### src/rtl/jls_ram.sv
// Generic RAM with one write port, one read port and registered read.
// No dependencies.
module jls_ram #(
  parameter int WIDTH = 32,
  parameter int DEPTH = 16
) (
  input  logic                     clk,
  input  logic                     we,
  input  logic [$clog2(DEPTH)-1:0] waddr,
  input  logic [WIDTH-1:0]         wdata,
  input  logic [$clog2(DEPTH)-1:0] raddr,
  output logic [WIDTH-1:0]         rdata
);
  logic [WIDTH-1:0] mem [DEPTH];
  always_ff @(posedge clk) begin
    if (we) mem[waddr] <= wdata;
    rdata <= mem[raddr];
  end
endmodule

### config.mk
export PLATFORM = sky130hd
export DESIGN_NAME = jls_ram
export DESIGN_NICKNAME = d
export VERILOG_FILES = /design/src/rtl/jls_ram.sv
export SDC_FILE = /design/constraint.sdc
export NUM_CORES = 1
export LEC_CHECK = 0
export ABC_AREA = 1
export BUFFER_PORTS_ARGS = -buffer_cell sky130_fd_sc_hd__buf_2
export CAP_MARGIN = 5
export CORE_UTILIZATION = 67
export CTS_BUF_LIST = sky130_fd_sc_hd__clkbuf_16
export DETAILED_ROUTE_END_ITERATION = 12
export PLACE_DENSITY = 0.87
export SLEW_MARGIN = 10
export SYNTH_ARGS = -nofsm -noshare
export SYNTH_HDL_FRONTEND = slang
export SYNTH_SLANG_ARGS = --single-unit
### constraint.sdc
create_clock -name clk -period 3.6 [get_ports clk]
set_clock_uncertainty 0.15 [all_clocks]
set_input_delay 0 -clock clk [delete_from_list [all_inputs] [get_ports clk]]
set_output_delay 0 -clock clk [all_outputs]
set_load 0.005 [all_outputs]
# Word-level counts from Yosys, hierarchy flattened
# Memory sizes are Yosys's and may differ from the RTL's. A register that Yosys moved wholly into a read port is not among the register bits.
# Index checks and enable logic that the tools add are counted.
# totals
ram_bits	512
wordCells	3
reg_bits	0
n_memories	1
out_inout_bits	32
in_bits	42
# op_classes
muxes	2
# memory_table
name	depth	width	read_ports	rd_ports_with_merged_regs	write_ports	line_no	rtl
mem	16	32	1	1	1	14	logic [WIDTH-1:0] mem [DEPTH];
# op_table
op	count
$mux 1	2

# Logic depth before layout (Yosys ltp)
# depth
depth_word	2
ltp_mapped	10
mapped_depth_nobuf	7

# Worst setup path after synthesis
# OpenSTA, ideal clock, no wires.
# synth_path
path_type	in2reg
from	input port waddr[2]
to	memory mem[10][0], enable pin
cell_stages	2
t_required_ns	3.029
t_arrival_ns	1.572
path_buffers	0
slack_ns	1.457
setup_ns	0.421
path_cell_list	nand3b_1 > nor2_1
# synth_lines
element	line_no	rtl
from (decl)	9	input logic [$clog2(DEPTH)-1:0] waddr,
to (decl)	14	
# Straight into the memory's write port.

==> summary by stage <==
Layout
The fill cell total of the finished layout is 1,815. The share of cells above drive strength 1 is 0.0837. The layout overhead on the synthesized area is 11.2%. The net count of the finished layout is 2,245.

STA
Counting I/O delays and the setup requirement, the final critical path takes 2.49 ns. Timing would allow up to 401 MHz. The headroom to the max-slew limit is 0.0795. The final number of max-transition violations is 0. Hold timing on the final database bottoms out at a slack of 0.0660 ns. Setup violations remaining at the end of the flow were counted as 0. In the final timing run, aggregate negative setup slack is 0 ns. Setup repair after global routing left no endpoint under its margin.

Of the available clock period, the critical path in the final layout requires 0.692. The final count of hold timing violations is 0. For the pin with the worst max-slew slack, the measured transition is 1.38 ns.

Route
The total wirelength of the detailed-routed design is 55,500 um. The wire length on met2 is 26,500 um. In this run the remaining antenna-violating nets after routing total 0. Routed signal wires occupy layers up through met4.

For this block, the via count after detailed routing is 15.9k. The routed length on met1 is 19,400 um. Summed over all nets, wire length on met3 after detailed routing comes to 7290 um. The number of vias per cell is 5.90.

The first detailed-routing pass ran for 6 iterations. Dividing the detail-routed wire length by the instance count gives 20.6 um. After detailed routing, the number of remaining DRC violations is 0. The violation count after the first detailed-route iteration is 2,373.

Synthesis
The post-synthesis sequential element count is 544. The share of the Yosys chip area taken by registers is 0.705. Yosys printed 0 warnings. Each instance of the synthesized netlist takes up on average 10.7 um^2. By instance count, the leading cell after synthesis is sky130_fd_sc_hd__nand2_1.

The share of the synthesized area in the top cell type is 0.676. Sorting the synthesized cells by how often they occur yields 677 x sky130_fd_sc_hd__nand2_1, 512 x sky130_fd_sc_hd__edfxtp_1, 388 x sky130_fd_sc_hd__inv_1. The number of enable flip-flop cells after synthesis is 512. Synthesis handed over a netlist of 2,120 instances. After synthesis, the share of flip-flops with an asynchronous set or reset is 0. The cell accounting for the most synthesized area is sky130_fd_sc_hd__edfxtp_1. When the netlist entered floorplanning its net count stood at 2,162. For this run, the leading register cell type out of synthesis is sky130_fd_sc_hd__edfxtp_1. In the post-synthesis netlist, the biggest area contributors are sky130_fd_sc_hd__edfxtp_1 68%, sky130_fd_sc_hd__nand2_1 11%, sky130_fd_sc_hd__nand3_1 8.5%, sky130_fd_sc_hd__inv_1 6.4%, sky130_fd_sc_hd__dfxtp_1 2.8%.

In this run the cell area of the synthesized design comes to 0.0227 mm^2. Counting distinct cell types in the post-synthesis netlist gives 15.

Floorplan
During I/O placement, the number of pins put on the boundary was 74. The region available for standard cell placement spans 0.0334 mm^2. For this configuration, the core starts out at a cell density of 0.680. The die outline area is 0.0347 mm^2.

The chip height is 186 um. The die is 186 um wide. The standard-cell row count is 67.

CTS
In this run the number of H-tree levels came out at 2. Clock-pin slew was measured on the worst setup and hold paths at 0.06 ns. The CTS root buffer is sky130_fd_sc_hd__clkbuf_16. The clock net in this run drives a total of 544 sinks.

TritonCTS created 52 clock buffers. The later pin in the worst-skew pair is clocked with a latency of 0.57 ns. TritonCTS built the clock tree. The longest clock path from root to sink contains 3 buffers. Gates resized during post-CTS repair numbered 0.

Global routing
The total congestion overflow is 0. The number of global-route vias before repair is 15.8k. The number of antenna violations at the first check in global routing came to 2. For this run, the total global-route usage over all layers was measured as 0.326.

Entering global routing, the biggest net connects 161 pins. The first global-routing pass estimated 84,100 um of wire.

Worst setup path
The reg-to-reg critical path endpoint is rdata[5]. The worst path arrival time is 2.84 ns. The reg-to-reg startpoint is mem[6][5].

The capturing element of the worst setup path is rdata[5]. The worst setup path is launched from a primary input. The critical path capture point type is a flip-flop. The maximum fanout encountered on the critical timing path is 88.

The depth of the worst register-to-register path is 6. The setup check on the worst reg-to-reg path leaves a slack of 2.12 ns. The data required time of the worst path is 3.95 ns. The classification of the worst setup path is primary input to flip-flop. The start point of the critical path is raddr[1].

Power
Of the total power, the clock network draws 0.395. The static power due to leakage is 10.9 nW. The net switching component of the power is 0.00292 W.

The internal power component is 0.0103 W. The fraction of power spent switching nets is 0.221. The part of the total power dissipated in combinational logic is 0.064. The worst-case IR drop observed on VDD is 0.424 mV.

The total power density per cell area is 522 mW/mm^2. Of the total power, registers draw 0.541.

Placed design
During placement, the flow inserted port buffers numbering 73. The HPWL reported at the end of detailed placement is 28,300 um. At the end of routability-driven placement, the weighted congestion stood at 0.828.

Min path
The startpoint identified for the worst hold timing path is raddr[0]. The class of the tightest hold or removal check is primary input to flip-flop.

Run
Across the run, the number of max-cap violations was 0.

Run status
The run finished with clean final reports.
==> flip-flops by register name, summed over array words and instances (netlist names) <==
register	cells
mem	512
rdata	32
==> layer usage <==
metal	up-vias	GRT usage
met5	-	0
met4	0	0.158
met3	227	0.0631
met2	1297	0.526
met1	7362	0.429
li1	7005	-
==> worst min path at each step <==
stage	slack (ns)	endpoint	depth (start not counted)
after floorplan	-0.05	mem[0][0]	0
after global placement	0.22	mem[2][2]	1
final	0.07	rdata[31]	6
after detailed placement	0.23	rdata[29]	1
after global routing	0.11	rdata[31]	6
after CTS	0.05	rdata[8]	6
==> power by group through the flow <==
| stage | clock [W] | sequential, W | combinational [W] |
|---|---|---|---|
| after CTS | 0.00519 | 0.00713 | 0.000818 |
| after detailed placement | 0 | 0.00726 | 0.000772 |
| after floorplan | 0 | 0.00725 | 0.000483 |
| after global placement | 0 | 0.00725 | 0.000731 |
| after global routing | 0.00544 | 0.00714 | 0.000908 |
| final | 0.00521 | 0.00713 | 0.000840 |
==> repair_timing <==
action | in CTS | in global routing
hold endpoints to repair | 537 | 0
hold buffers | 34 | 0
setup buffers | 0 | 0
==> layout by cell type (no fill, tap or decap) <==
cell type                       instances
sky130_fd_sc_hd__buf_12                 2
sky130_fd_sc_hd__buf_2                 71
sky130_fd_sc_hd__buf_4                 26
sky130_fd_sc_hd__buf_6                  1
sky130_fd_sc_hd__bufinv_16              4
sky130_fd_sc_hd__clkbuf_16             53
sky130_fd_sc_hd__clkinv_1              14
sky130_fd_sc_hd__clkinv_2              11
sky130_fd_sc_hd__clkinvlp_4             1
sky130_fd_sc_hd__dfxtp_1               32
sky130_fd_sc_hd__diode_2                1
sky130_fd_sc_hd__dlygate4sd3_1         34
sky130_fd_sc_hd__edfxtp_1             512
sky130_fd_sc_hd__inv_1                400
sky130_fd_sc_hd__inv_2                  1
sky130_fd_sc_hd__inv_4                  1
sky130_fd_sc_hd__inv_6                  1
sky130_fd_sc_hd__nand2_1              677
sky130_fd_sc_hd__nand3_1              385
sky130_fd_sc_hd__nand3b_1               2
sky130_fd_sc_hd__nor2_1                 1
sky130_fd_sc_hd__nor2_4                16
==> kinds of logic after synthesis <==
kind of cell,Yosys count,synth area share
buf+inv,495,0.0954
simple gates,1081,0.200
flops,544,0.705
==> stage by stage <==
| step | cells | total power (W) | worst slack [ns] | cell area, um^2 | utilization |
|---|---|---|---|---|---|
| 6_report | 2694 | 0.0132 | 1.11 | 25300 | 0.755 |
| 3_5_place_dp | 2563 | 0.00803 | 1.24 | 23300 | 0.697 |
| 4_1_cts | 2693 | 0.0131 | 1.24 | 25300 | 0.755 |
| 2_1_floorplan | 2120 | 0.00774 | 1.46 | 22700 | - |
| 5_1_grt | 2694 | 0.0135 | 1.10 | 25300 | 0.755 |
| 3_3_place_gp | 2563 | 0.00798 | 1.31 | 23300 | 0.697 |
==> area by class of cell <==
class,instances,area (um^2),share of cell area
Antenna cell,1,2.50,0.0000990
Multi-Input combinational cell,1081,4670,0.185
Sequential cell,544,16000,0.634
Clock buffer,53,1330,0.0525
Inverter,390,1470,0.0582
Tap cell,448,561,0.0222
Timing Repair Buffer,134,942,0.0373
Clock inverter,43,284,0.0112
==> critical path, stage by stage <==
cell	delay, ns
sky130_fd_sc_hd__dlygate4sd3_1	0.54
sky130_fd_sc_hd__buf_4	0.50
sky130_fd_sc_hd__buf_4	0.95
sky130_fd_sc_hd__nand3_1	0.27
sky130_fd_sc_hd__nand3_1	0.26
sky130_fd_sc_hd__nand3_1	0.13
sky130_fd_sc_hd__nand2_1	0.11
(Power assumes the default switching activity.)
