<file path="src/rtl/jls_pkg.sv">
// Package for the Jacobi linear solver: word types, register indexes,
// status codes and fixed-point helpers. No dependencies.
package jls_pkg;

  localparam int MaxNDefault     = 16;
  localparam int FracBitsDefault = 16;

  localparam logic [1:0] KIND_MATRIX = 2'd0;
  localparam logic [1:0] KIND_RHS    = 2'd1;
  localparam logic [1:0] KIND_SOLVE  = 2'd2;

  localparam logic [1:0] STAT_CONV   = 2'd0;
  localparam logic [1:0] STAT_LIMIT  = 2'd1;
  localparam logic [1:0] STAT_ZDIAG  = 2'd2;

  localparam logic [1:0] REG_SIZE    = 2'd0;
  localparam logic [1:0] REG_TOL     = 2'd1;
  localparam logic [1:0] REG_LIMIT   = 2'd2;

  localparam int CfgW = 31;

  typedef struct packed {
    logic [1:0]  kind;
    logic [3:0]  row;
    logic [3:0]  col;
    logic signed [31:0] value;
  } in_word_t;

  typedef struct packed {
    logic [3:0]  index;
    logic signed [31:0] solution_value;
    logic        last;
    logic [15:0] sweeps;
    logic [1:0]  status;
  } out_word_t;

  function automatic logic signed [31:0] sat32(input logic signed [65:0] v);
    if (v > 66'sd2147483647) return 32'sh7fffffff;
    if (v < -66'sd2147483648) return 32'sh80000000;
    return v[31:0];
  endfunction

endpackage

</file>
<file path="src/rtl/jls_div.sv">
// Restoring divider, one quotient bit per cycle: (num << FRAC) / den,
// truncated toward zero, saturated to 32-bit signed. Uses jls_pkg.
module jls_div import jls_pkg::*; #(
  parameter int FRAC_BITS = FracBitsDefault
) (
  input  logic               clk,
  input  logic               rst_n,
  input  logic               go,
  input  logic signed [32:0] num,
  input  logic signed [31:0] den,
  output logic               done,
  output logic signed [31:0] quo
);
  localparam int NW = 33 + FRAC_BITS;
  localparam int CW = $clog2(NW + 1);

  logic [NW-1:0] dvd_r, dvd_nxt;
  logic [NW-1:0] q_r, q_nxt;
  logic [32:0]   rem_r, rem_nxt;
  logic [32:0]   dmag_r, dmag_nxt;
  logic          neg_r, neg_nxt;
  logic [CW-1:0] cnt_r, cnt_nxt;
  logic          busy_r, busy_nxt;
  logic          done_r, done_nxt;
  logic [33:0]   trial;
  logic [NW-1:0] nmag;
  logic signed [65:0] qs;

  always_comb begin
    nmag = num[32] ? NW'(-{{FRAC_BITS{num[32]}}, num}) : NW'({num, {FRAC_BITS{1'b0}}});
    if (num[32]) nmag = NW'((-(66'(signed'(num)))) <<< FRAC_BITS);
    dvd_nxt = dvd_r; q_nxt = q_r; rem_nxt = rem_r; dmag_nxt = dmag_r;
    neg_nxt = neg_r; cnt_nxt = cnt_r; busy_nxt = busy_r; done_nxt = 1'b0;
    trial = {rem_r, dvd_r[NW-1]} - {1'b0, dmag_r};
    if (go) begin
      dvd_nxt = num[32] ? nmag : NW'({num, {FRAC_BITS{1'b0}}});
      dmag_nxt = den[31] ? 33'(-(33'(signed'(den)))) : 33'(den);
      neg_nxt = num[32] ^ den[31];
      rem_nxt = '0; q_nxt = '0; cnt_nxt = CW'(NW); busy_nxt = 1'b1;
    end else if (busy_r) begin
      if (!trial[33]) begin
        rem_nxt = trial[32:0];
        q_nxt = {q_r[NW-2:0], 1'b1};
      end else begin
        rem_nxt = {rem_r[31:0], dvd_r[NW-1]};
        q_nxt = {q_r[NW-2:0], 1'b0};
      end
      dvd_nxt = {dvd_r[NW-2:0], 1'b0};
      cnt_nxt = cnt_r - 1'b1;
      if (cnt_r == CW'(1)) begin
        busy_nxt = 1'b0; done_nxt = 1'b1;
      end
    end
  end

  always_ff @(posedge clk) begin
    if (!rst_n) begin
      busy_r <= 1'b0; done_r <= 1'b0; cnt_r <= '0;
    end else begin
      busy_r <= busy_nxt; done_r <= done_nxt; cnt_r <= cnt_nxt;
    end
    dvd_r <= dvd_nxt; q_r <= q_nxt; rem_r <= rem_nxt;
    dmag_r <= dmag_nxt; neg_r <= neg_nxt;
  end

  assign qs   = neg_r ? -66'($unsigned(q_r)) : 66'($unsigned(q_r));
  assign done = done_r;
  assign quo  = sat32(qs);
endmodule

</file>
<file path="config.mk">
export PLATFORM = sky130hd
export DESIGN_NAME = jls_div
export DESIGN_NICKNAME = d
export VERILOG_FILES = /design/src/rtl/jls_pkg.sv /design/src/rtl/jls_div.sv
export SDC_FILE = /design/constraint.sdc
export NUM_CORES = 1
export LEC_CHECK = 0
export BUFFER_PORTS_ARGS = -buffer_cell sky130_fd_sc_hd__buf_2
export CORE_ASPECT_RATIO = 1.4
export CORE_MARGIN = 2
export CORE_UTILIZATION = 35
export DETAILED_ROUTE_END_ITERATION = 10
export PLACE_DENSITY = 0.63
export SETUP_SLACK_MARGIN = 0.4
export SYNTH_ARGS = -nofsm -noshare
export SYNTH_HDL_FRONTEND = slang
export SYNTH_SLANG_ARGS = --single-unit
</file>
<file path="constraint.sdc">
create_clock -name clk -period 7.3 [get_ports clk]
set_clock_uncertainty 0.2 [all_clocks]
set_input_delay 1.46 -clock clk [delete_from_list [all_inputs] [get_ports clk]]
set_output_delay 1.46 -clock clk [all_outputs]
set_load 0.01 [all_outputs]
</file>
# Word-level counts from Yosys, hierarchy flattened
# Index checks and enable logic that the tools add are counted.
[classes]
n_bitwise = 3
n_mux = 20
reduce_logical = 3
order_cmp = 2
eq_ne = 1
addsub = 5
[op_table]
columns = ["cell", "count"]
rows = [
  ["49-bit 2-to-1 mux", 3],
  ["32-bit 2-to-1 mux", 4],
  ["66-bit by 32-bit > comparator with 1-bit output (second input constant)", 1],
  ["66-bit by 32-bit < comparator with 1-bit output (second input constant)", 1],
  ["66-bit 2-to-1 mux", 1],
  ["49-bit negation with 66-bit output", 1],
  ["34-bit by 33-bit subtractor with 34-bit output", 1],
  ["33-bit 2-to-1 mux", 1],
  ["32-bit negation with 33-bit output", 1],
  ["33-bit negation", 1],
  ["31-bit 2-to-1 mux", 1],
  ["6-bit 2-to-1 mux", 2],
  ["1-bit 2-to-1 mux", 8],
  ["6-bit by 1-bit equality test with 1-bit output (second input constant)", 1],
  ["6-bit by 1-bit subtractor with 6-bit output (second input constant)", 1],
  ["3-bit OR reduction", 1],
  ["1-bit inverter", 2],
  ["2-bit nonzero test", 1],
  ["2-bit OR reduction", 1],
  ["1-bit XOR", 1],
]
[totals]
output_inout_bits = 33
ff_bits = 173
inputBits = 68

# Depth between registers and ports, before layout
# Gate-level depths: netlist of run 1.
[depth]
ltp_word = 7
depth_mapped = 13
depth_no_buf = 12

# Worst setup path before layout of run 1
# Ideal clock, no wire load.
[synth_timing]
kind = "reg2out"
from = "register q_r[12]"
to = "output port quo[10]"
slack_ns = 2.252
arrival_ns = 3.388
path_stages_with_launch = 13
path_buffers = 3
required_ns = 5.640
path_cell_list = "dfxtp_1 -> or4_1 -> buf_2 -> or4_1 -> buf_2 -> nor4b_1 -> xor2_1 -> or4_1 -> nor4b_1 -> nand4_1 -> and2_4 -> buf_6 -> o21ai_1"
[synth_between]
elab_chain_cells = 7
elab_cells_between_ends = 10
[synth_lines]
columns = ["element", "line_no", "source"]
rows = [
  ["from (decl)", "jls_div.sv:18", "logic [NW-1:0] q_r, q_nxt;"],
  ["from (signal assigned)", "jls_div.sv:62", "dvd_r <= dvd_nxt; q_r <= q_nxt; rem_r <= rem_nxt;"],
  ["49-bit negation with 66-bit output", "jls_div.sv:66", "assign qs = neg_r ? -66'($unsigned(q_r)) : 66'($unsigned(q_r));"],
  ["66-bit 2-to-1 mux (*)", "jls_div.sv:66", ""],
  ["66-bit by 32-bit < comparator with 1-bit output", "jls_pkg.sv:39", "if (v < -66'sd2147483648) return 32'sh80000000;"],
  ["1-bit 2-to-1 mux (2 in a row)", "jls_pkg.sv:39", ""],
  ["32-bit 2-to-1 mux", "jls_pkg.sv:40", "return v[31:0];"],
  ["32-bit 2-to-1 mux (*)", "jls_pkg.sv:39", ""],
  ["to (decl)", "jls_div.sv:12", "output logic signed [31:0] quo"],
]
# Mark *: on every way between the ends. The rest lies on a longest branch, timed or not. The select of a mux whose other input is x is not followed.

# Final worst setup path of run 1
[layout_timing]
from = "register q_r[12]"
to = "output port quo[17]"
# Same word-level chain as after synthesis.

==> summary.md, run 1 <==
| Metric | Value |
|---|---|
| Total power | 2.44 mW |
| # diodes | 0 |
| Clock period minus worst slack | 6.27 ns |
| R2R Path Start | dmag_r[11] |
| Synth Register Bits | 157 |
| Top cells by area, synth | edfxtp_1 19%, dfxtp_1 17%, mux2i_1 7.5%, xor2_1 6.0%, xnor2_1 5.0% |
| CTS hold repair buffers | 0 |
| Clk Latency, worst-skew pair | 0.43 ns |
| Reg2reg path depth | 12 |
| Reg2reg end | rem_r[0] |
| Slew @ Worst Pin | 1.13 ns |
| Largest net degree at the start of global routing | 74 |
| First-pass GRT wire length | 41200 µm |
| Area after DPL | 11500 µm² |
| Layout cells sized above 1 | 14.1% |
| Top Ports | 101 |
| Slew margin rel. | 25.0% |
| 1st-pass router iterations | 5 |
| Die X | 152 µm |
| Placed cells | 1650 |
| Clk pin slew, worst setup/hold paths | 0.07 ns |
| M3 GR Usage | 2.50% |
| Crit Path Class | register to output port |
| Filler cells | 3042 |
| Die area | 32000 µm² |
| YS warnings | 0 |
| Most frequent cells after synthesis | 138 x nor2_1, 90 x dfxtp_1, 88 x nand2_1, 80 x mux2i_1, 73 x xor2_1 |
| CTS tree | built |
| Final Hold Fails | 0 |
| Status | finished, final reports clean |
| Hold Crit Class | register to register |
| Crit path capture | quo[17] |
| Slew Viols, Final | 0 |
| Area delta synth->final | 13.0% |
| Final period util | 86.0% |
| Post-CTS setup buffers | 0 |
| WL per Instance | 14.7 µm |
| Multi-input gate area | 6390 µm² |
| Mapped Cells | 1225 |
| Leak pwr | 4.96 nW |
| Avg Cell Area, Syn | 8.74 µm² |
| Crit-path max FO | 31 |
| Post-synthesis sequential area ratio | 35.6% |
| Synth top area share | 18.8% |
| Vias | 8969 |
| Worst EP required | 5.64 ns |
| Clock Sinks | 157 |
| Top-count cell post-synth | nor2_1 |
| Setup crit end kind | output port |
| CTS max path bufs | 2 |
| Mapped Area | 10700 µm² |
| Hold Slack | 0.285 ns |
| Fmax | 159 MHz |
| Gr usage total | 15.4% |
| Layout Cells excl Fill | 1682 |
| Syn Nets | 1332 |
| Via/cell ratio | 5.33 |
| CTS root buf | clkbuf_16 |
| Placer congestion estimate | 0.915 |
| Reg2Reg Setup Slack | 2.70 ns |
| Worst slack at placement | 1.49 ns |
| VDD IR-drop max | 0.142 mV |
| Worst Setup Start Kind | register |
| Hpwl dp | 17900 µm |
| CP Launch Point | q_r[12] |
| Core ar. | 30000 µm² |
| Rows | 75 |
| Unrepaired setup endpoints after global routing | no |
| Fin area | 12100 µm² |
| Register Area | 3820 µm² |
| Setup violators final | 0 |
| H-tree depth | 4 |
| Critical path arrival | 4.61 ns |
| Number of global-route vias before repair | 8809 |
| Drt initial violations | 455 |
| Met1 GRT Util | 17.6% |
| Top FF cell, synth | dfxtp_1 |
| Min setup slack post-route | 1.03 ns |
| Number of flops mapped to enable cells by yosys | 67 |
| Fin util | 40.3% |
| DIE HEIGHT | 211 µm |
| GR Util met2 | 28.2% |
| Grt total ovfl | 0 |
| Initial Util | 35.6% |
| Initial antenna violation count | 0 |
| MaxCap Viol Count | 0 |
| CTS resizes | 0 |
| Final ANT Viol Nets | 0 |
| Synth unique cells | 65 |
| Nets | 1391 |
| Most Crowded Layer GR | met2 |
| P per Cell Area | 201 nW/µm² |
| Port bufs | 100 |
| Post-Route WL | 24700 µm |
| Largest area contributor in the netlist | edfxtp_1 |
| CTS buffer count | 17 |
| Async set-reset flop share out of synthesis | 0% |
| Setup tns final | 0 ns |
| DRC | 0 |
==> worst min-delay path by stage <==
stage / start / end / slack, ns / cells past startpoint
after global routing: rem_r[12] / rem_r[12] / 0.31 / 2
after detailed placement: rem_r[23] / rem_r[23] / 0.28 / 2
after global placement: rem_r[21] / rem_r[21] / 0.27 / 2
after floorplan: rem_r[12] / rem_r[12] / 0.25 / 2
final: rem_r[23] / rem_r[23] / 0.28 / 2
after CTS: rem_r[23] / rem_r[23] / 0.29 / 2
==> worst max-delay path, stage by stage, from the launching register on <==
cell and delay [ns]:
dfxtp_1 0.36, or4_1 0.66, or4_1 0.64, o41ai_1 0.64, xor2_1 0.19, nand3_1 0.09
nor3_1 0.23, a41o_1 0.96, o21ai_1 0.20, buf_2 0.21
==> kinds of logic (layout without fill, tap and decap cells) <==
| family | count (synthesis) | after routing | synth area share, % |
|---|---|---|---|
| other | 1 | 1 | 0.0350 |
| AO/OA/AOI/OAI | 286 | 286 | 17.4 |
| flip-flops | 157 | 157 | 35.6 |
| multiplexers | 97 | 97 | 9.27 |
| XOR/XNOR | 134 | 134 | 11.0 |
| adder cells (fa/ha/maj) | 39 | 39 | 4.63 |
| buffers and inverters | 128 | 200 | 4.78 |
| AND/OR/NAND/NOR | 383 | 383 | 17.3 |
==> per-layer routing <==
layer	routed length, µm	vias up
li1	-	4526
met1	10500	4231
met2	12800	168
met3	748	44
met4	698	0
met5	0	-
==> cells in the final DEF (no fill, tap or decap), drive strengths merged, types with 27 or more instances in the layout <==
cell type,Yosys,layout
nor2,138,138
buf,14,109
dfxtp,90,90
o21ai,90,90
nand2,88,88
mux2i,80,80
xor2,73,73
edfxtp,67,67
a21oi,64,64
xnor2,61,61
inv,59,61
ha,38,38
clkbuf,55,27
==> where the power goes <==
part	switching [mW]	total, mW	internal [mW]
logic	0.294	0.513	0.219
registers	0.0305	1.01	0.983
clock network	0.355	0.910	0.555
total	0.680	2.44	1.76
==> state kept, by name, indices dropped and copies added (netlist names) <==
register	count
busy_r	1
q_r	49
neg_r	1
rem_r	33
dmag_r	33
dvd_r	33
done	1
cnt_r	6
==> area by class of cell <==
type	count	area share (%)
multi-input cells	940	52.8
flip-flops and latches	157	31.5
clock buffers	27	4.86
repair buffers	109	4.72
well taps	385	3.98
inverters	59	1.83
clock inverters	5	0.290
Power figures use the tool's default switching activity.
==> run 2: changes to the inputs <==
Settings changed: MAX_ROUTING_LAYER set to met4.
==> run 2 against run 1 <==
  * Routed wire length is essentially flat
  * Setup slack better by 0.079 ns
  * First-iteration DRC count is 25% lower
  * Design area decreased by 0.23%
  * Register-to-register slack got worse by 0.05 ns
==> summary.md, run 2 (synthesis results as in run 1) <==
| Metric | Value |
|---|---|
| Biggest register | q_r |
| Crit-path max FO | 31 (unchanged) |
| Die X | 152 µm (unchanged) |
| Rows | 75 (unchanged) |
| Gr usage total | 15.8% (+0.44 points) |
| Slew margin rel. | 23.7% (-1.3 points) |
| Port bufs | 100 (unchanged) |
| Via/cell ratio | 5.27 (-1.3%) |
| Placer congestion estimate | 0.898 (-1.8%) |
| Critical path's most frequent cell | or4_1 |
| Layout cells sized above 1 | 14.1% (about the same) |
| Slowest-stage cell, CP | a41o_1 |
| Largest net degree at the start of global routing | 74 (unchanged) |
| Slew @ Worst Pin | 1.14 ns (+0.0192 ns) |
| P per Cell Area | 199 nW/µm² (-1.3%) |
| CTS tree | built |
| Die area | 32000 µm² (unchanged) |
| CTS max path bufs | 2 (unchanged) |
| CTS buffer count | 17 (unchanged) |
| Critical path arrival | 4.54 ns (-0.07 ns) |
| CP delay by family, top | compound AO/OA/AOI/OAI gates |
| Slew Viols, Final | 0 (unchanged) |
| Worst Setup Start Kind | register |
| Final ANT Viol Nets | 0 (unchanged) |
| Core ar. | 30000 µm² (unchanged) |
| Top Ports | 101 (unchanged) |
| Initial Util | 35.6% (unchanged) |
| Hpwl dp | 17900 µm (-0.15%) |
| CTS hold repair buffers | 0 (unchanged) |
| Setup tns final | 0 ns (unchanged) |
| Most common cell after layout, fill and taps aside | nor2_1 |
| DIE HEIGHT | 211 µm (unchanged) |
| CTS root buf | clkbuf_16 |
| Critical Path Max Stage Delay | 0.97 ns (about the same) |
| H-tree depth | 4 (unchanged) |
| Worst EP required | 5.64 ns (about the same) |
| MaxCap Viol Count | 0 (unchanged) |
| Final period util | 84.9% (-1.1 points) |
| First-pass GRT wire length | 41100 µm (-0.32%) |
| Clock period minus worst slack | 6.20 ns (-0.0792 ns) |
| Crit Path Class | register to output port |
| Fmax | 161 MHz (+1.3%) |
| Unrepaired setup endpoints after global routing | no |
| Max reg flops | 49 (unchanged) |
| Grt total ovfl | 0 (unchanged) |
| Post-Route WL | 24700 µm (about the same) |
| Clock Sinks | 157 (unchanged) |
| Nets | 1392 (+0.072%) |
| 1st-pass router iterations | 5 (unchanged) |
| Hold Crit Class | register to register |
| Hold Slack | 0.289 ns (+0.00381 ns) |
| DRC | 0 (unchanged) |
| Clk Latency, worst-skew pair | 0.44 ns (about the same) |
| Clk pin slew, worst setup/hold paths | 0.06 ns (about the same) |
| CTS resizes | 0 (unchanged) |
| Drt initial violations | 341 (-25%) |
| Vias | 8867 (-1.1%) |
| VDD IR-drop max | 0.131 mV (-8.2%) |
| Final Hold Fails | 0 (unchanged) |
| Commonest cells after routing, fill and taps aside | 138 x nor2_1, 99 x buf_2, 89 x dfxtp_1 |
| Leak pwr | 4.94 nW (-0.33%) |
| Post-CTS setup buffers | 0 (unchanged) |
| Reg2Reg Setup Slack | 2.65 ns (-0.05 ns) |
| Setup crit end kind | output port |
| Initial antenna violation count | 1 (+1) |
| Crit path buffers/inverters | 1 (unchanged) |
| Status | finished, final reports clean |
| Area delta synth->final | 12.8% |
| Setup violators final | 0 (unchanged) |
| Number of global-route vias before repair | 8605 (-2.3%) |
| WL per Instance | 14.7 µm (-0.12%) |
| Crit path cell chain | or4_1 > or4_1 > o41ai_1 > xor2_1 > nand3_1 > nor3_1 > a41o_1 > o21ai_1 > buf_2 |
[run 2: changes by cell type in the layout (fill, tap and decap cells not counted), sizes merged]
cell,change
clkinv,-1
clkinvlp,+1
buf,+1
inv,+2
diode,+1
clkbuf,-2
[run 2: layer usage]
layer,wire (µm),track usage (%),vias up
li1,-,-,4535
met1,10700,17.6,4164
met2,12800,28.4,131
met3,665,2.44,37
met4,576,6.25,0
met5,0,-,-
[run 2: layout make-up]
class / count / area (µm²)
well taps: 385 / 482
clock inverters: 7 / 46.3
multi-input cells: 940 / 6390
clock buffers: 25 / 539
inverters: 59 / 221
flip-flops and latches: 157 / 3820
fillers: 3008 / 18000
repair buffers: 110 / 578
diodes: 1 / 2.50
[run 2: power by group]
part | switching, mW | total [mW] | internal (mW)
Sequential | 0.0295 | 1.01 | 0.983
Clock | 0.361 | 0.876 | 0.515
Combinational | 0.294 | 0.512 | 0.219
[run 2: path summary, 6_finish.rpt]
path / startpoint / cells after the start / end
worst max-delay path: q_r[12] / 9 / quo[12]
worst min-delay path: rem_r[26] / 2 / rem_r[26]
worst max register to register: dmag_r[12] / 12 / rem_r[0]
worst min register to register: rem_r[26] / 2 / rem_r[26]
[run 2: worst register-to-register path, stage by stage (launching register included)]
cell      delay (ns)
edfxtp_1        0.32
inv_1           0.04
ha_1            0.36
nand4_1         0.15
nor4_1          0.27
o21ai_0         0.27
a211oi_1        0.43
nor4_1          0.16
o41ai_1         0.96
xnor2_2         0.23
buf_4           0.52
mux2_2          0.44
a211oi_1        0.21
[run 2: stage by stage]
step           total power [mW]  util (%)  setup WS [ns]  instances  instance area [µm²]
5_1_grt                    2.54      40.2          0.720       1684                12100
6_report                   2.40      40.2           1.10       1684                12100
4_1_cts                    2.43      40.2           1.00       1683                12100
2_1_floorplan              1.40         -           2.25       1225                10700
3_5_place_dp               1.55      38.2           1.49       1651                11500
3_3_place_gp               1.54      38.2           1.61       1651                11500
